### src/rtl/core/tpsd_pkg.sv
// Shared types and constants for the three-point space derivative block.
`timescale 1ns / 1ps
`default_nettype none

package tpsd_pkg;

  // Reciprocal register width (unsigned Q16.16)
  localparam int unsigned CFG_W   = 32;
  localparam int unsigned IDX_W   = 3;
  localparam int unsigned RES_W   = 32;

  // Register file indexes
  typedef enum logic [IDX_W-1:0] {
    REG_INV_LEN_X    = 3'd0,
    REG_INV_LEN_Y    = 3'd1,
    REG_INV_LEN_Z    = 3'd2,
    REG_INV_LEN_SQ_X = 3'd3,
    REG_INV_LEN_SQ_Y = 3'd4,
    REG_INV_LEN_SQ_Z = 3'd5
  } tpsd_reg_t;

  // Axis codes; the unused code selects z
  localparam logic [1:0] AXIS_X = 2'd0;
  localparam logic [1:0] AXIS_Y = 2'd1;
  localparam logic [1:0] AXIS_Z = 2'd2;

  // Reset value of every reciprocal register (1.0)
  localparam logic [CFG_W-1:0] RECIP_ONE = 32'h0001_0000;

  // Pipeline load strobes handed to every lane
  typedef struct packed {
    logic s1_load;
    logic s2_load;
  } tpsd_ctrl_t;

endpackage

`default_nettype wire

### src/rtl/core/tpsd_lane.sv
// One component lane: stencil differences, split multiply, round and saturate.
`timescale 1ns / 1ps
`default_nettype none

module tpsd_lane
  import tpsd_pkg::*;
#(
  parameter int SAMPLE_WIDTH = 24
) (
  input  wire logic                           clk,
  input  wire tpsd_ctrl_t                     ctrl,
  input  wire logic                           prev_valid,
  input  wire logic                           next_valid,
  input  wire logic signed [SAMPLE_WIDTH-1:0] prev_s,
  input  wire logic signed [SAMPLE_WIDTH-1:0] cur_s,
  input  wire logic signed [SAMPLE_WIDTH-1:0] next_s,
  input  wire logic        [CFG_W-1:0]        k1,
  input  wire logic        [CFG_W-1:0]        k2,
  output logic signed      [RES_W-1:0]        first_d,
  output logic signed      [RES_W-1:0]        second_d
);

  localparam int DW = SAMPLE_WIDTH + 2;          // difference width
  localparam int PW = DW + 16;                   // partial product width
  localparam int FW = DW + 32;                   // full product width
  localparam int RW = (DW + 17 > 33) ? DW + 17 : 33;  // rounded width
  localparam logic [RW-1:0] POS_MAX = RW'(33'h0_7FFF_FFFF);
  localparam logic [RW-1:0] NEG_MAX = RW'(33'h0_8000_0000);

  // Stage 0: differences from the current transaction
  logic signed [DW-1:0] p_ext, c_ext, n_ext, d1, d2;
  logic [DW-1:0] mag1_next, mag2_next;

  always_comb begin
    p_ext = prev_valid ? DW'(prev_s) : '0;
    c_ext = DW'(cur_s);
    n_ext = next_valid ? DW'(next_s) : '0;
    if (!prev_valid) begin
      d1 = n_ext - c_ext;
    end else if (!next_valid) begin
      d1 = c_ext - p_ext;
    end else begin
      d1 = n_ext - p_ext;
    end
    d2 = n_ext - (c_ext <<< 1) + p_ext;
    mag1_next = d1[DW-1] ? DW'(-d1) : DW'(d1);
    mag2_next = d2[DW-1] ? DW'(-d2) : DW'(d2);
  end

  // Stage 1: hold magnitudes, signs and the form of the derivative
  logic [DW-1:0] mag1, mag2;
  logic          neg1_s1, neg2_s1, central_s1;

  always_ff @(posedge clk) begin
    if (ctrl.s1_load) begin
      mag1       <= mag1_next;
      mag2       <= mag2_next;
      neg1_s1    <= d1[DW-1];
      neg2_s1    <= d2[DW-1];
      central_s1 <= prev_valid & next_valid;
    end
  end

  // Stage 2: 16-bit halves of the reciprocal times the magnitude
  logic [PW-1:0] pl1, ph1, pl2, ph2;
  logic          neg1_s2, neg2_s2, central_s2;

  always_ff @(posedge clk) begin
    if (ctrl.s2_load) begin
      pl1        <= PW'(mag1) * PW'(k1[15:0]);
      ph1        <= PW'(mag1) * PW'(k1[31:16]);
      pl2        <= PW'(mag2) * PW'(k2[15:0]);
      ph2        <= PW'(mag2) * PW'(k2[31:16]);
      neg1_s2    <= neg1_s1;
      neg2_s2    <= neg2_s1;
      central_s2 <= central_s1;
    end
  end

  // Round half away from zero on the magnitude, then clamp and apply sign
  function automatic logic [RES_W-1:0] sat_sign(input logic [RW-1:0] r, input logic neg);
    logic [RW-1:0] c;
    begin
      if (neg) begin
        c = (r > NEG_MAX) ? NEG_MAX : r;
        sat_sign = RES_W'(-c[RES_W-1:0]);
      end else begin
        c = (r > POS_MAX) ? POS_MAX : r;
        sat_sign = c[RES_W-1:0];
      end
    end
  endfunction

  logic [FW-1:0] full1, full2;
  logic [RW-1:0] r1, r2;

  always_comb begin
    full1 = FW'({ph1, 16'h0000}) + FW'(pl1);
    full2 = FW'({ph2, 16'h0000}) + FW'(pl2);
    // central first derivative carries the extra halving
    if (central_s2) begin
      r1 = RW'(full1[FW-1:17]) + RW'(full1[16]);
    end else begin
      r1 = RW'(full1[FW-1:16]) + RW'(full1[15]);
    end
    r2 = RW'(full2[FW-1:16]) + RW'(full2[15]);
    first_d  = sat_sign(r1, neg1_s2);
    second_d = central_s2 ? sat_sign(r2, neg2_s2) : '0;
  end

endmodule

`default_nettype wire

### config.mk
export PLATFORM = sky130hd
export DESIGN_NAME = tpsd_lane
export DESIGN_NICKNAME = d
export VERILOG_FILES = /design/src/rtl/core/tpsd_pkg.sv /design/src/rtl/core/tpsd_lane.sv
export SDC_FILE = /design/constraint.sdc
export NUM_CORES = 2
export LEC_CHECK = 0
export BUFFER_PORTS_ARGS = -buffer_cell sky130_fd_sc_hd__buf_2
export CAP_MARGIN = 25
export CORE_MARGIN = 4
export CORE_UTILIZATION = 60
export CTS_CLUSTER_SIZE = 16
export DETAILED_ROUTE_END_ITERATION = 10
export PLACE_DENSITY_LB_ADDON = 0.15
export SLEW_MARGIN = 20
export SYNTH_ARGS = -nofsm -noshare
export SYNTH_HDL_FRONTEND = slang
export SYNTH_SLANG_ARGS = --single-unit
### constraint.sdc
create_clock -name clk -period 8.37 [get_ports clk]
set_clock_uncertainty 0.05 [all_clocks]
set_input_delay 0.4185 -clock clk [delete_from_list [all_inputs] [get_ports clk]]
set_output_delay 0.4185 -clock clk [all_outputs]
set_load 0.02 [all_outputs]
==> run metrics <==
CP arrival 7650 ps; DP Wirelength 170800 um; Final Cycle Share 96.95%; Nets 10480; CORE AREA 118600 um^2; CTS Buf Count 17; max-slew violation count 0; crit path time final 8114 ps; Slew HR 28.05%; crit path launch type flip-flop; register bit count reported by yosys 196; CP Cell Sequence ha_1 > a21o_1 > a31o_4 > a221o_1 > or3_4 > nor4_4 > nand3_2 > or4_1 > nor4_1 > a311oi_1 > mux2i_1 > nand2_1 > a41oi_1 > nor3_2 > nand2_1 > ha_1 > clkinv_1 > nor2_1 > and2_1 > o41ai_1 > a21oi_1 > a21oi_1 > buf_2; starting density of the core 60.73%; total gr overflow 0; Max Buffers Root-to-Sink 2; layout cell share with drive strength beyond 1 6.153%; outcome finished, final reports clean; Global Route met3 Usage 8.211%; Antenna Violating Nets Remaining 0; DRT Wirelength 208200 um; most used routing layer met2; Yosys top cell by area fa_1; top cells by area, synth fa_1 (38%), ha_1 (10%), edfxtp_1 (8.2%); PortBufs 204; placed cell area 74580 um^2; final instance area 75530 um^2; met1 Use GR 47.07%; Area Overhead vs Synth 4.897%; Worst-Skew Late Latency 540 ps; Buf/Inv on CP 2; Crit Path Category flip-flop to output pin; endpoint class of the critical path output pin; crit-path max FO 8; IO Pins 205; Routability Congestion 0.9851; CTS tree built; Std-Cell Rows 126; hold slack 368.1 ps; CTS root buf clkbuf_16; synthesized area per cell 8.558 um^2; Hold Buf Count CTS 0; slowest cell delay on critical path 560 ps; Tightest Pin Transition 1072 ps; GRT Overall Usage 33.79%; required time of the critical path 7900 ps; delay-heaviest family, CP simple AND/OR/NAND/NOR gates; Setup Viol. Count Final 0; die footprint 125600 um^2; share of the synthesized area in the top cell type 37.87%; routed via count 58930; post-synth net total 10500; clk sink count 196; 1st-iter DRT viols 5168; Hold Path Class input pin to flip-flop; fillers 10120; vias in the first global route 60860; Worst path slowest cell or4_1; most frequent cells in the layout inv_1 (1482), nand2_1 (1461), fa_1 (1362); count of yosys warnings during synthesis 0; Post-synth EDFFs 196; DR WL/cell 20.81 um; max cap viols 0; commonest non-fill, non-tap cell in the layout inv_1; Final Hold Fails 0; largest net degree at the start of global routing 81; Seq/Total Area, Yosys 8.174%; initial antenna violation count 12; first-pass GRT wire length 334800 um; Synth cell types 101; # H-tree levels 4; ys async rst share 0%; Die Width 354.4 um; DRC 0; cell count after synthesis 8413; FMAX 0.1232 GHz; Reg clk slew, reported paths 110 ps; M2 GR Usage 52.71%; drt pass-1 iters 6; vias per inst 5.890; post-synthesis cell area 72000 um^2; Die H 354.4 um; most used flip-flop cell after synthesis edfxtp_1
[registers in the layout, indices dropped and copies added (netlist names)]
register    flops
central_s2      1
central_s1      1
ph1            42
neg1_s1         1
mag1           26
neg1_s2         1
pl2            27
neg2_s1         1
ph2            42
pl1            27
mag2           26
neg2_s2         1
[cell type report]
type                            count  area, um^2  share of cell area (%)
Clock buffer                       17       425.4                  0.5632
Clock inverter                     14       140.1                  0.1855
Timing Repair Buffer              381        2431                   3.219
Multi-Input combinational cell   6311       59070                   78.21
Sequential cell                   196        5886                   7.793
Inverter                         1483        5567                   7.370
Tap cell                         1600        2002                   2.651
Antenna cell                        3       7.507                0.009940
[stage by stage]
| step | utilization [%] | TNS [ps] | setup WS [ps] | std cells |
|---|---|---|---|---|
| floorplan | - | 0 | 1007 | 8413 |
| global placement | 62.91 | 0 | 463.3 | 9944 |
| detailed placement | 62.91 | 0 | 368.6 | 9944 |
| CTS | 63.39 | 0 | 28.00 | 9975 |
| global route | 63.70 | -36.70 | -25.83 | 10000 |
| finish | 63.71 | 0 | 255.7 | 10010 |
[cell usage after synthesis, types with 58 or more instances]
cell type and number:
inv_1 1482, nand2_1 1461, fa_1 1362, ha_1 585, and2_1 527, clkbuf_1 404
nor2_1 313, xnor2_1 274, a21oi_1 251, o21ai_0 200, edfxtp_1 196, nand3_1 129
nor3_1 117, xor2_1 107, a21o_1 69, and3_1 62, nand4_1 58
[per-layer routing]
metal  wire [um]  part of all wire [%]
met5          69                 0.033
met4        6953                   3.3
met3       21270                    10
met2       92330                    44
met1       87530                    42
[kinds of logic after synthesis]
logic type               count (synthesis)  share of synthesized area [%]
AO/OA/AOI/OAI                          953                          8.743
XOR/XNOR                               381                          4.635
adder cells (fa/ha/maj)               1947                          48.03
buffers and inverters                 1906                          9.992
flip-flops                             196                          8.174
multiplexers                            51                         0.7333
other                                    1                       0.005208
AND/OR/NAND/NOR                       2978                          19.68
[timing repair]
item	in CTS	in global routing
setup endpoints to repair	0	33
setup buffers	0	27
gates resized for setup	0	26
[worst min-delay path: cells and delay by family]
| kind | cells | cell delay (ps) |
|---|---|---|
| fa+ha+maj | 1 | 170 |
| buf+inv | 1 | 70 |
| simple gates | 1 | 140 |
[worst paths after layout]
check                                         from                end  slack (ps)  cells past startpoint
worst max-delay path             pl1[24]$_DFFE_PP_        first_d[18]         260                     23
worst min register to register   neg1_s1$_DFFE_PP_  neg1_s2$_DFFE_PP_         680                      0
worst max register to register  mag2[11]$_DFFE_PP_  pl2[30]$_DFFE_PP_         410                     25
worst min-delay path                     prev_s[0]  mag2[0]$_DFFE_PP_         370                      3
Power is not shown: default switching activity piles up to over one toggle a cycle in this logic, so the estimate is an artifact.
