<file path="src/rtl/core/tpsd_pkg.sv">
// Shared types and constants for the three-point space derivative block.
`timescale 1ns / 1ps
`default_nettype none

package tpsd_pkg;

  // Reciprocal register width (unsigned Q16.16)
  localparam int unsigned CFG_W   = 32;
  localparam int unsigned IDX_W   = 3;
  localparam int unsigned RES_W   = 32;

  // Register file indexes
  typedef enum logic [IDX_W-1:0] {
    REG_INV_LEN_X    = 3'd0,
    REG_INV_LEN_Y    = 3'd1,
    REG_INV_LEN_Z    = 3'd2,
    REG_INV_LEN_SQ_X = 3'd3,
    REG_INV_LEN_SQ_Y = 3'd4,
    REG_INV_LEN_SQ_Z = 3'd5
  } tpsd_reg_t;

  // Axis codes; the unused code selects z
  localparam logic [1:0] AXIS_X = 2'd0;
  localparam logic [1:0] AXIS_Y = 2'd1;
  localparam logic [1:0] AXIS_Z = 2'd2;

  // Reset value of every reciprocal register (1.0)
  localparam logic [CFG_W-1:0] RECIP_ONE = 32'h0001_0000;

  // Pipeline load strobes handed to every lane
  typedef struct packed {
    logic s1_load;
    logic s2_load;
  } tpsd_ctrl_t;

endpackage

`default_nettype wire

</file>
<file path="src/rtl/core/tpsd_cfg.sv">
// Reciprocal register file and per-axis reciprocal selection.
`timescale 1ns / 1ps
`default_nettype none

module tpsd_cfg
  import tpsd_pkg::*;
(
  input  wire logic             clk,
  input  wire logic             rst,
  input  wire logic             cfg_wen,
  input  wire logic [IDX_W-1:0] cfg_index,
  input  wire logic [CFG_W-1:0] cfg_data,
  input  wire logic [1:0]       axis,
  output logic      [CFG_W-1:0] k1,
  output logic      [CFG_W-1:0] k2
);

  logic [CFG_W-1:0] inv_len_x, inv_len_y, inv_len_z;
  logic [CFG_W-1:0] inv_len_sq_x, inv_len_sq_y, inv_len_sq_z;

  // Write one register per transaction; unknown indexes are dropped
  always_ff @(posedge clk) begin
    if (rst) begin
      inv_len_x    <= RECIP_ONE;
      inv_len_y    <= RECIP_ONE;
      inv_len_z    <= RECIP_ONE;
      inv_len_sq_x <= RECIP_ONE;
      inv_len_sq_y <= RECIP_ONE;
      inv_len_sq_z <= RECIP_ONE;
    end else if (cfg_wen) begin
      case (cfg_index)
        REG_INV_LEN_X:    inv_len_x    <= cfg_data;
        REG_INV_LEN_Y:    inv_len_y    <= cfg_data;
        REG_INV_LEN_Z:    inv_len_z    <= cfg_data;
        REG_INV_LEN_SQ_X: inv_len_sq_x <= cfg_data;
        REG_INV_LEN_SQ_Y: inv_len_sq_y <= cfg_data;
        REG_INV_LEN_SQ_Z: inv_len_sq_z <= cfg_data;
        default: ;
      endcase
    end
  end

  // Pick the reciprocals for the item's axis; the spare code acts as z
  always_comb begin
    case (axis)
      AXIS_X: begin
        k1 = inv_len_x;
        k2 = inv_len_sq_x;
      end
      AXIS_Y: begin
        k1 = inv_len_y;
        k2 = inv_len_sq_y;
      end
      default: begin
        k1 = inv_len_z;
        k2 = inv_len_sq_z;
      end
    endcase
  end

endmodule

`default_nettype wire

</file>
<file path="config.mk">
export PLATFORM = sky130hd
export DESIGN_NAME = tpsd_cfg
export DESIGN_NICKNAME = d
export VERILOG_FILES = /design/src/rtl/core/tpsd_pkg.sv /design/src/rtl/core/tpsd_cfg.sv
export SDC_FILE = /design/constraint.sdc
export NUM_CORES = 1
export LEC_CHECK = 0
export BUFFER_PORTS_ARGS = -buffer_cell sky130_fd_sc_hd__buf_4
export CAP_MARGIN = 20
export CORE_ASPECT_RATIO = 1.5
export CORE_MARGIN = 1.5
export CORE_UTILIZATION = 53
export CTS_CLUSTER_SIZE = 28
export DETAILED_ROUTE_END_ITERATION = 10
export PLACE_DENSITY = 0.76
export SLEW_MARGIN = 40
export SYNTH_ARGS = -nofsm -noshare
export SYNTH_HDL_FRONTEND = slang
export SYNTH_SLANG_ARGS = --single-unit
</file>
<file path="constraint.sdc">
create_clock -name clk -period 1.5 [get_ports clk]
set_clock_uncertainty 0.15 [all_clocks]
set_input_delay 0.3 -clock clk [delete_from_list [all_inputs] [get_ports clk]]
set_output_delay 0.3 -clock clk [all_outputs]
set_load 0.02 [all_outputs]
</file>
==> qor.yml, run 1 <==
status: "complete, but fails checks"
violations: "setup timing"
vias: 6328
ys_seq_area_share_pct: 43.9
max_stage_delay_ns: 0.33
synth_top_area_share_pct: 43.9
fmaxAchievable_ghz: 0.598
layout.cells.non_filler: 1198
first_pass_iters: 4
cts_tree: "built"
core_um2: 16200
pre_cts_ws_ns: -0.179
start_kind: "register"
clk_pin_slew_ns: 0.07
leakage_nw: 5.36
syn_area_um2: 8760
yosys-top-cells-area: "dfxtp_1 (44%), mux2i_1 (29%), nand2b_1 (16%)"
drc_errors: 0
dieArea_um2: 17300
grt.total_usage_pct: 23.9
area_delta_synth_final_pct: 30.3
syn_nets: 918
gp_congestion: 0.746
hpwl_um: 12800
drive_above_1_share_pct: 36.9
period_share_pct: 111
tightest_slew_ns: 0.392
crit_type: "register to primary output"
crit_chain: "mux2i_1 -> o21ai_1 -> buf_4"
drt-vias-per-instance: 5.28
clk_latency_ns: 0.43
relSlewSlack_pct: 73.7
critical-path-top-delay-family: "flip-flops"
ir_drop_uv: 823
cp-end-kind: "primary output"
post_drt_wl_per_cell_um: 16.2
grt_max_degree: 55
hold_buffers: 0
drt-total-wl_um: 19400
hold_ws_ns: 0.0507
ys_seq_elements: 192
synth_area_leader_cell: "dfxtp_1"
clk_path_buf_depth: 2
critPathBufInv: 1
required_ns: 1.05
io-pin-count: 104
p_per_area_nw_per_um2: 1010
crit_path_top_delay_cell: "dfxtp_2"
synth-warning-count: 0
cp_max_fo: 2
cts.sinks: 192
min_period_ns: 1.67
grt_pass1_vias: 6621
cap_violations: 0
drv_slew: 0
grt_pass1_wl_um: 32700
initialDrtViolationCount: 179
cp_data_arrival_time_ns: 1.22
start_util_pct: 54.1
synth_cells: 878
htree_levels: 4
cts_buffers: 17
dp.cells: 1160
chipWidth_um: 108
nets: 1019
rsz0062_at_grt: "yes"
min_path_type: "input port to register"
antenna_found_initial: 0
syn_area_per_cell_um2: 9.98
setup_ws_ns: -0.171
synth.distinct_cells: 15
rows: 57
ant_nets: 0
rrSetupSlack_ns: 0.66
root_buffer: "clkbuf_16"
die_h_um: 160
finalSetupViolCount: 64
finish.utilization_pct: 70.5
setup_tns_ns: -5.73
insertedDiodeCount: 0
grt-ovfl-total: 0
port-buffer-count: 103
hold_viol: 0
[worst register-to-register path, delay by kind of cell (launching register included)]
family	cells	cell delay [ns]
AND/OR/NAND/NOR	1	0.06
multiplexers	1	0.06
buffers and inverters	1	0.12
flip-flops	1	0.32
[layout by cell type, fill, tap and decap left out, types with 2 or more instances in the layout]
cell	netlist	final
mux2i_1	256	249
nand2b_1	217	217
dfxtp_2	0	111
dfxtp_1	192	81
buf_4	2	74
nand2_1	64	64
o21ai_2	0	59
buf_6	3	59
buf_12	0	19
clkbuf_16	0	17
mux2i_2	0	7
nor2_1	7	7
bufinv_16	0	6
o21ai_1	0	5
clkinv_4	0	4
clkinv_2	0	3
nand4bb_4	0	2
nand4b_1	2	2
[logic make-up (layout without fill, tap and decap cells)]
| group | Yosys count | in the layout | synth area share, % |
|---|---|---|---|
| muxes | 256 | 256 | 29.3 |
| AOI/OAI and AO/OA | 64 | 64 | 3.66 |
| and+or+nand+nor | 296 | 296 | 19.5 |
| buffers and inverters | 70 | 184 | 3.70 |
| DFF | 192 | 192 | 43.9 |
[per-layer routing]
layer	global-route usage, %	up-vias	share of wire [%]
met5	0	-	0
met4	8.19	0	1.9
met3	3.77	28	2.0
met2	42.5	86	52
met1	28.9	3049	44
li1	-	3165	-
[path summary, 6_finish.rpt]
check / start / to / cells past startpoint
hold / removal: cfg_data[16] / inv_len_sq_x[16] / 3
setup / recovery: inv_len_y[31] / k1[31] / 3
hold reg to reg: inv_len_y[19] / inv_len_y[19] / 2
setup reg to reg: inv_len_sq_y[28] / inv_len_sq_y[28] / 3
[flip-flops by register name (all words and copies together), names as in the netlist]
register	cells
inv_len_sq_x	32
inv_len_sq_y	32
inv_len_sq_z	32
inv_len_x	32
inv_len_y	32
inv_len_z	32
[through the flow]
step	area [um^2]	power (mW)
5_1_grt	11400	11.9
4_1_cts	11300	11.6
6_report	11400	11.5
2_1_floorplan	9000	6.05
3_3_place_gp	10300	6.45
3_5_place_dp	10300	6.47
[synth_stat cells]
cell type  count
buf_4          2
clkbuf_1      40
or4b_4         1
nand4b_1       2
nand4bb_1      3
mux2i_1      256
nand2_1       64
buf_2         25
nor4b_1        1
nor4bb_1       1
buf_6          3
nor2_1         7
nand2b_1     217
o21ai_0       64
dfxtp_1      192
[final cells by class]
type / instances / area [um^2]
flip-flops and latches: 192 / 3980
clock inverters: 14 / 238
multi-input cells: 616 / 4890
well taps: 206 / 258
clock buffers: 18 / 439
repair buffers: 152 / 1600
fillers: 1206 / 4780
[timing repair]
action                                  in CTS  in global routing
gates resized for setup                    127                 49
buffers inserted                             4                  2
pin swaps                                   11                 12
endpoints found under the setup margin      64                 64
[report_power, final]
| part | switching (mW) | total, mW | internal (mW) |
|---|---|---|---|
| Clock | 1.96 | 5.13 | 3.17 |
| Sequential | 0.0600 | 5.28 | 5.22 |
| Combinational | 0.568 | 1.12 | 0.551 |
(Power assumes the default switching activity.)
==> run 2, diff against run 1 <==
ABC_AREA = 1   (was default)
PLACE_DENSITY = 0.77   (was 0.76)
==> run 2 against run 1 <==
Effect of this change:
- the run still ends with setup timing left
- combinational power grew 59%
- die area shrank 0.65%
- count of clock-buffer cells in the layout grew 4
- register-to-register slack gained 0.03 ns
- critical path depth grew 5
- global-route usage grew 8.7 points
- critical endpoint is now k1[1]
==> qor.yml, run 2 <==
status: "complete, but fails checks"
violations: "setup timing"
clk_path_buf_depth: 2  # unchanged
chipWidth_um: 108  # -0.32%
synth_cells: 1365  # +55%
grt-ovfl-total: 0  # unchanged
dp.cells: 1622  # +40%
first_pass_iters: 5  # +1
insertedDiodeCount: 0  # unchanged
r2r_start: "inv_len_sq_x[2]"
drt-total-wl_um: 29100  # +50%
min_period_ns: 1.69  # +0.0210 ns
crit_path_top_delay_cell: "buf_6"
r2r_cells: 2  # -1
p_per_area_nw_per_um2: 1050  # +4.2%
regToRegEndpoint: "inv_len_sq_x[2]"
gp_congestion: 0.866  # +16%
grt_max_degree: 57  # +3.6%
antenna_found_initial: 0  # unchanged
drive_above_1_share_pct: 21.3  # -16 points
layout.cells.non_filler: 1673  # +40%
synth_top_area_share_pct: 44.2  # +0.30 points
synth.most_common_cell: "nand2_1"
dieArea_um2: 17200  # -0.65%
ys_seq_area_share_pct: 44.2  # +0.30 points
grt_pass1_wl_um: 44100  # +35%
min_from: "rst"
rrSetupSlack_ns: 0.69  # +0.03 ns
crit_type: "input port to primary output"
cap_violations: 0  # unchanged
synthFlopType: "dfxtp_1"
rows: 57  # unchanged
leakage_nw: 5.54  # +3.4%
synth-async-reset-ratio_pct: 0  # unchanged
io-pin-count: 104  # unchanged
core_um2: 16100  # -0.44%
initialDrtViolationCount: 787  # +340%
vias: 9363  # +48%
synth_edf_count: 0  # unchanged
htree_levels: 4  # unchanged
die_h_um: 160  # -0.33%
cp_data_arrival_time_ns: 1.24  # +0.02 ns
relSlewSlack_pct: 76.9  # +3.1 points
syn_area_um2: 8700  # -0.67%
clk_pin_slew_ns: 0.07  # about the same
grt.total_usage_pct: 32.6  # +8.7 points
root_buffer: "clkbuf_16"
period_share_pct: 113  # +1.4 points
final_cell_mix: "nor2_1 (372), nand2_1 (347), nand3_1 (204)"
drt-vias-per-instance: 5.60  # +6.0%
area_delta_synth_final_pct: 34.3
port-buffer-count: 103  # unchanged
tightest_slew_ns: 0.346  # -0.0459 ns
min_path_type: "input port to register"
setup_ws_ns: -0.192  # -0.0210 ns
syn_nets: 1405  # +53%
required_ns: 1.05  # about the same
cp_common_cell: "buf_6"
cp-end-kind: "primary output"
start_kind: "input port"
yosys-top-cells-count: "nand2_1 (396), nor2_1 (374), nand3_1 (256)"
ys_seq_elements: 192  # unchanged
cts.sinks: 192  # unchanged
cp_max_fo: 8  # +6
crit_chain: "buf_8 -> inv_4 -> nor2_4 -> buf_6 -> clkbuf_16 -> nand2_2 -> nand3_2 -> buf_6"
hpwl_um: 15700  # +23%
start_util_pct: 54.0  # -0.13 points
yosys-top-cells-area: "dfxtp_1 (44%), nand2_1 (17%), nor2_1 (16%)"
max_stage_delay_ns: 0.20  # -0.13 ns
synth.distinct_cells: 13  # -2
drc_errors: 0  # unchanged
hold_viol: 0  # unchanged
critPathBufInv: 5  # +4
finalSetupViolCount: 64  # unchanged
fmaxAchievable_ghz: 0.591  # -1.2%
ir_drop_uv: 680  # -17%
ant_nets: 0  # unchanged
rsz0062_at_grt: "yes"
whs_path_depth: 4  # +1
syn_area_per_cell_um2: 6.37  # -36%
cts_buffers: 17  # unchanged
drv_slew: 0  # unchanged
final_common_cell: "nor2_1"
nets: 1494  # +47%
post_drt_wl_per_cell_um: 17.4  # +7.6%
clk_latency_ns: 0.42  # about the same
critical-path-top-delay-family: "buffers and inverters"
synth-warning-count: 0  # unchanged
synth_area_leader_cell: "dfxtp_1"
grt_pass1_vias: 8653  # +31%
cts_tree: "built"
hold_path_end: "inv_len_sq_y[6]"
power_mw: 12.3  # +6.7%
## run 2: changes by cell type after synthesis, sizes merged, moves of 3 or more
cell,previous run,this run
nand2,64,396
nand3,0,256
nor2,7,384
buf,30,82
inv,0,39
nand4bb,3,0
o21ai,64,3
clkbuf,40,13
nand2b,217,0
mux2i,256,0
## run 2: metrics by stage
step | cell area, um^2 | util [%] | TNS (ns) | hold slack [ns] | setup slack (ns)
global route | 11700 | 72.5 | -11.49 | 0.0313 | -0.228
finish | 11700 | 72.5 | -9.44 | 0.0218 | -0.192
CTS | 11300 | 70.3 | -6.98 | 0.0155 | -0.148
global placement | 9940 | 61.7 | -6.23 | 0.303 | -0.185
floorplan | 8700 | - | 0 | 0.263 | 0.0463
detailed placement | 9940 | 61.7 | -7.81 | 0.312 | -0.209
## run 2: kinds of logic after synthesis
| group | count (synthesis) | share of synthesized area (%) |
|---|---|---|
| compound gates | 3 | 0.173 |
| buf+inv | 134 | 6.86 |
| flops | 192 | 44.2 |
| simple gates | 1036 | 48.8 |
## run 2: worst max path at each step
stage,from,end,slack (ns),cells after the start
2_1_floorplan,axis[1],k1[11],0.05,4
3_3_place_gp,axis[1],k2[16],-0.19,6
3_5_place_dp,axis[1],k2[16],-0.21,6
4_1_cts,axis[1],k2[15],-0.15,7
5_1_grt,axis[0],k1[11],-0.23,8
6_report,axis[0],k1[1],-0.19,8
## run 2: routing by layer
layer / GRT usage (%) / share of wire (%) / up-vias
met4: 18.4 / 5.9 / 0
met1: 38.9 / 36 / 4338
met2: 55.4 / 50 / 475
li1: - / - / 4440
met5: 0 / 0 / -
met3: 4.86 / 7.8 / 110
## run 2: cell type report
cell class	instances	area, um^2
repair buffers	165	2020
fillers	1297	4440
clock buffers	22	474
multi-input cells	1039	4740
clock inverters	10	194
inverters	39	151
well taps	206	258
flip-flops and latches	192	3840
## run 2: what timing repair did
item                                    in CTS  in global routing
hold buffers                                 1                  0
gates cloned                                 6                  5
endpoints found under the hold margin        3                  0
pin swaps                                    1                 11
resized for setup                          115                 71
endpoints found under the setup margin      64                 64
buffers inserted                             8                  0
## run 2: report_power, final
part,internal (mW),leakage (nW),switching [mW]
Combinational,0.712,3.65,1.07
Sequential,5.28,1.56,0.108
Clock,3.12,0.326,2.02
Total,9.11,5.54,3.20
## run 2: worst register-to-register path, stage by stage (launching register included)
cell and delay (ns):
dfxtp_1 0.36, nor2_1 0.14, nor2_1 0.06
==> run 3, diff against run 2 <==
SETUP_SLACK_MARGIN = 0.3   (was default)
==> run 3 against run 2 <==
Effect of this change:
- the run still ends with setup timing left
- die area is the same
- combinational power about the same
- power is 1.4% lower
- final area rose by 1.7%
- register-to-register slack got worse by 0.04 ns
- critical endpoint is now k2[22]
- largest cell class unchanged
==> qor.yml, run 3 (same netlist as run 2, synthesis figures left out) <==
required_ns: 1.05  # about the same
drc_errors: 0  # unchanged
period_share_pct: 111  # -1.9 points
cp-end-kind: "primary output"
initialDrtViolationCount: 647  # -18%
grt_max_degree: 67  # +18%
cp_data_arrival_time_ns: 1.21  # -0.03 ns
nets: 1496  # +0.13%
final_common_cell: "nor2_1"
core_um2: 16100  # unchanged
start_util_pct: 54.0  # unchanged
violations: "setup timing"
relSlewSlack_pct: 76.0  # -0.88 points
io-pin-count: 104  # unchanged
r2r_start: "inv_len_sq_y[2]"
fmaxAchievable_ghz: 0.601  # +1.7%
ir_drop_uv: 804  # +18%
clk_latency_ns: 0.44  # +0.02 ns
post_drt_wl_per_cell_um: 16.9  # -2.6%
first_pass_iters: 5  # unchanged
dieArea_um2: 17200  # unchanged
htree_levels: 4  # unchanged
min_period_ns: 1.66  # -0.0291 ns
cap_violations: 0  # unchanged
leakage_nw: 5.73  # +3.4%
antenna_found_initial: 0  # unchanged
setup_tns_ns: -7.42  # +2.02 ns
pre_cts_ws_ns: -0.171  # +0.0380 ns
clk_path_buf_depth: 2  # unchanged
cp_max_fo: 5  # -3
hold_viol: 0  # unchanged
die_h_um: 160  # unchanged
grt_pass1_vias: 8578  # -0.87%
hpwl_um: 15700  # -0.19%
area_delta_synth_final_pct: 36.5
drt-vias-per-instance: 5.52  # -1.3%
insertedDiodeCount: 0  # unchanged
cts_tree: "built"
drt-total-wl_um: 28400  # -2.5%
tightest_slew_ns: 0.360  # +0.0131 ns
vias: 9253  # -1.2%
grt.total_usage_pct: 32.6  # about the same
cts.sinks: 192  # unchanged
rsz0062_at_grt: "yes"
root_buffer: "clkbuf_16"
finalSetupViolCount: 64  # unchanged
setup_ws_ns: -0.163  # +0.0291 ns
port-buffer-count: 103  # unchanged
clk_pin_slew_ns: 0.07  # about the same
min_from: "rst"
grt_pass1_wl_um: 43400  # -1.7%
chipWidth_um: 108  # unchanged
start_kind: "input port"
ant_nets: 0  # unchanged
final_cell_mix: "nor2_1 (372), nand2_1 (340), nand3_1 (192)"
cts_buffers: 17  # unchanged
p_per_area_nw_per_um2: 1020  # -3.1%
min_path_type: "input port to register"
rows: 57  # unchanged
gp_congestion: 0.865  # -0.18%
setup.worst_path.start: "axis[1]"
crit_type: "input port to primary output"
status: "complete, but fails checks"
grt-ovfl-total: 0  # unchanged
drive_above_1_share_pct: 22.9  # +1.6 points
drv_slew: 0  # unchanged
==> run 3: cell types whose count changed in the layout (fill, tap and decap cells not counted), sizes merged <==
cell and delta:
clkbuf -2, clkinvlp +2, clkinv +4, inv -2, bufinv -1, buf +1
==> run 3: final cells by class <==
class,instances,area (um^2)
Multi-Input combinational cell,1039,4900
Fill cell,1283,4240
Sequential cell,192,3840
Timing Repair Buffer,167,2090
Clock buffer,19,453
Tap cell,206,258
Clock inverter,13,185
Inverter,39,151
==> run 3: repair_timing <==
item / 4_1_cts / 5_1_grt
gates resized for setup: 84 / 80
gates cloned: 9 / 5
pin swaps: 3 / 15
setup endpoints to repair: 64 / 64
hold buffers: 1 / 0
hold endpoints to repair: 5 / 0
buffers inserted: 6 / 1
==> run 3: power by group <==
group / leakage, nW / internal (mW) / switching (mW)
sequential: 1.56 / 5.28 / 0.107
clock: 0.309 / 2.88 / 2.05
combinational: 3.86 / 0.734 / 1.08
total: 5.73 / 8.89 / 3.24
==> run 3: through the flow <==
stage | utilization [%] | instance area (um^2) | cells | power [mW] | hold slack (ns)
after CTS | 71.0 | 11400 | 1669 | 12.0 | 0.0437
after global placement | 63.5 | 10200 | 1621 | 6.95 | 0.310
after global routing | 73.7 | 11900 | 1675 | 12.5 | 0.0657
final | 73.7 | 11900 | 1675 | 12.1 | 0.0545
after detailed placement | 63.5 | 10200 | 1621 | 6.98 | 0.316
after floorplan | - | 9140 | 1365 | 6.42 | 0.263
==> run 3: critical path: stages <==
cell	delay [ns]
buf_8	0.11
nor2_4	0.14
buf_6	0.12
buf_12	0.13
buf_16	0.16
nand2_2	0.05
nand3_2	0.06
buf_6	0.12
==> run 3: routing by layer <==
| metal | wire length (um) | track usage, % |
|---|---|---|
| met1 | 10300 | 36.3 |
| met2 | 14400 | 56.6 |
| met3 | 1850 | 5.88 |
| met4 | 1730 | 20.2 |
| met5 | 0 | 0 |
==> run 3: final timing paths <==
path / endpoint / slack, ns / cells past startpoint
max: k2[22] / -0.16 / 8
min reg2reg: inv_len_y[16] / 0.33 / 2
min: inv_len_sq_x[1] / 0.05 / 4
max reg2reg: inv_len_sq_y[2] / 0.65 / 2
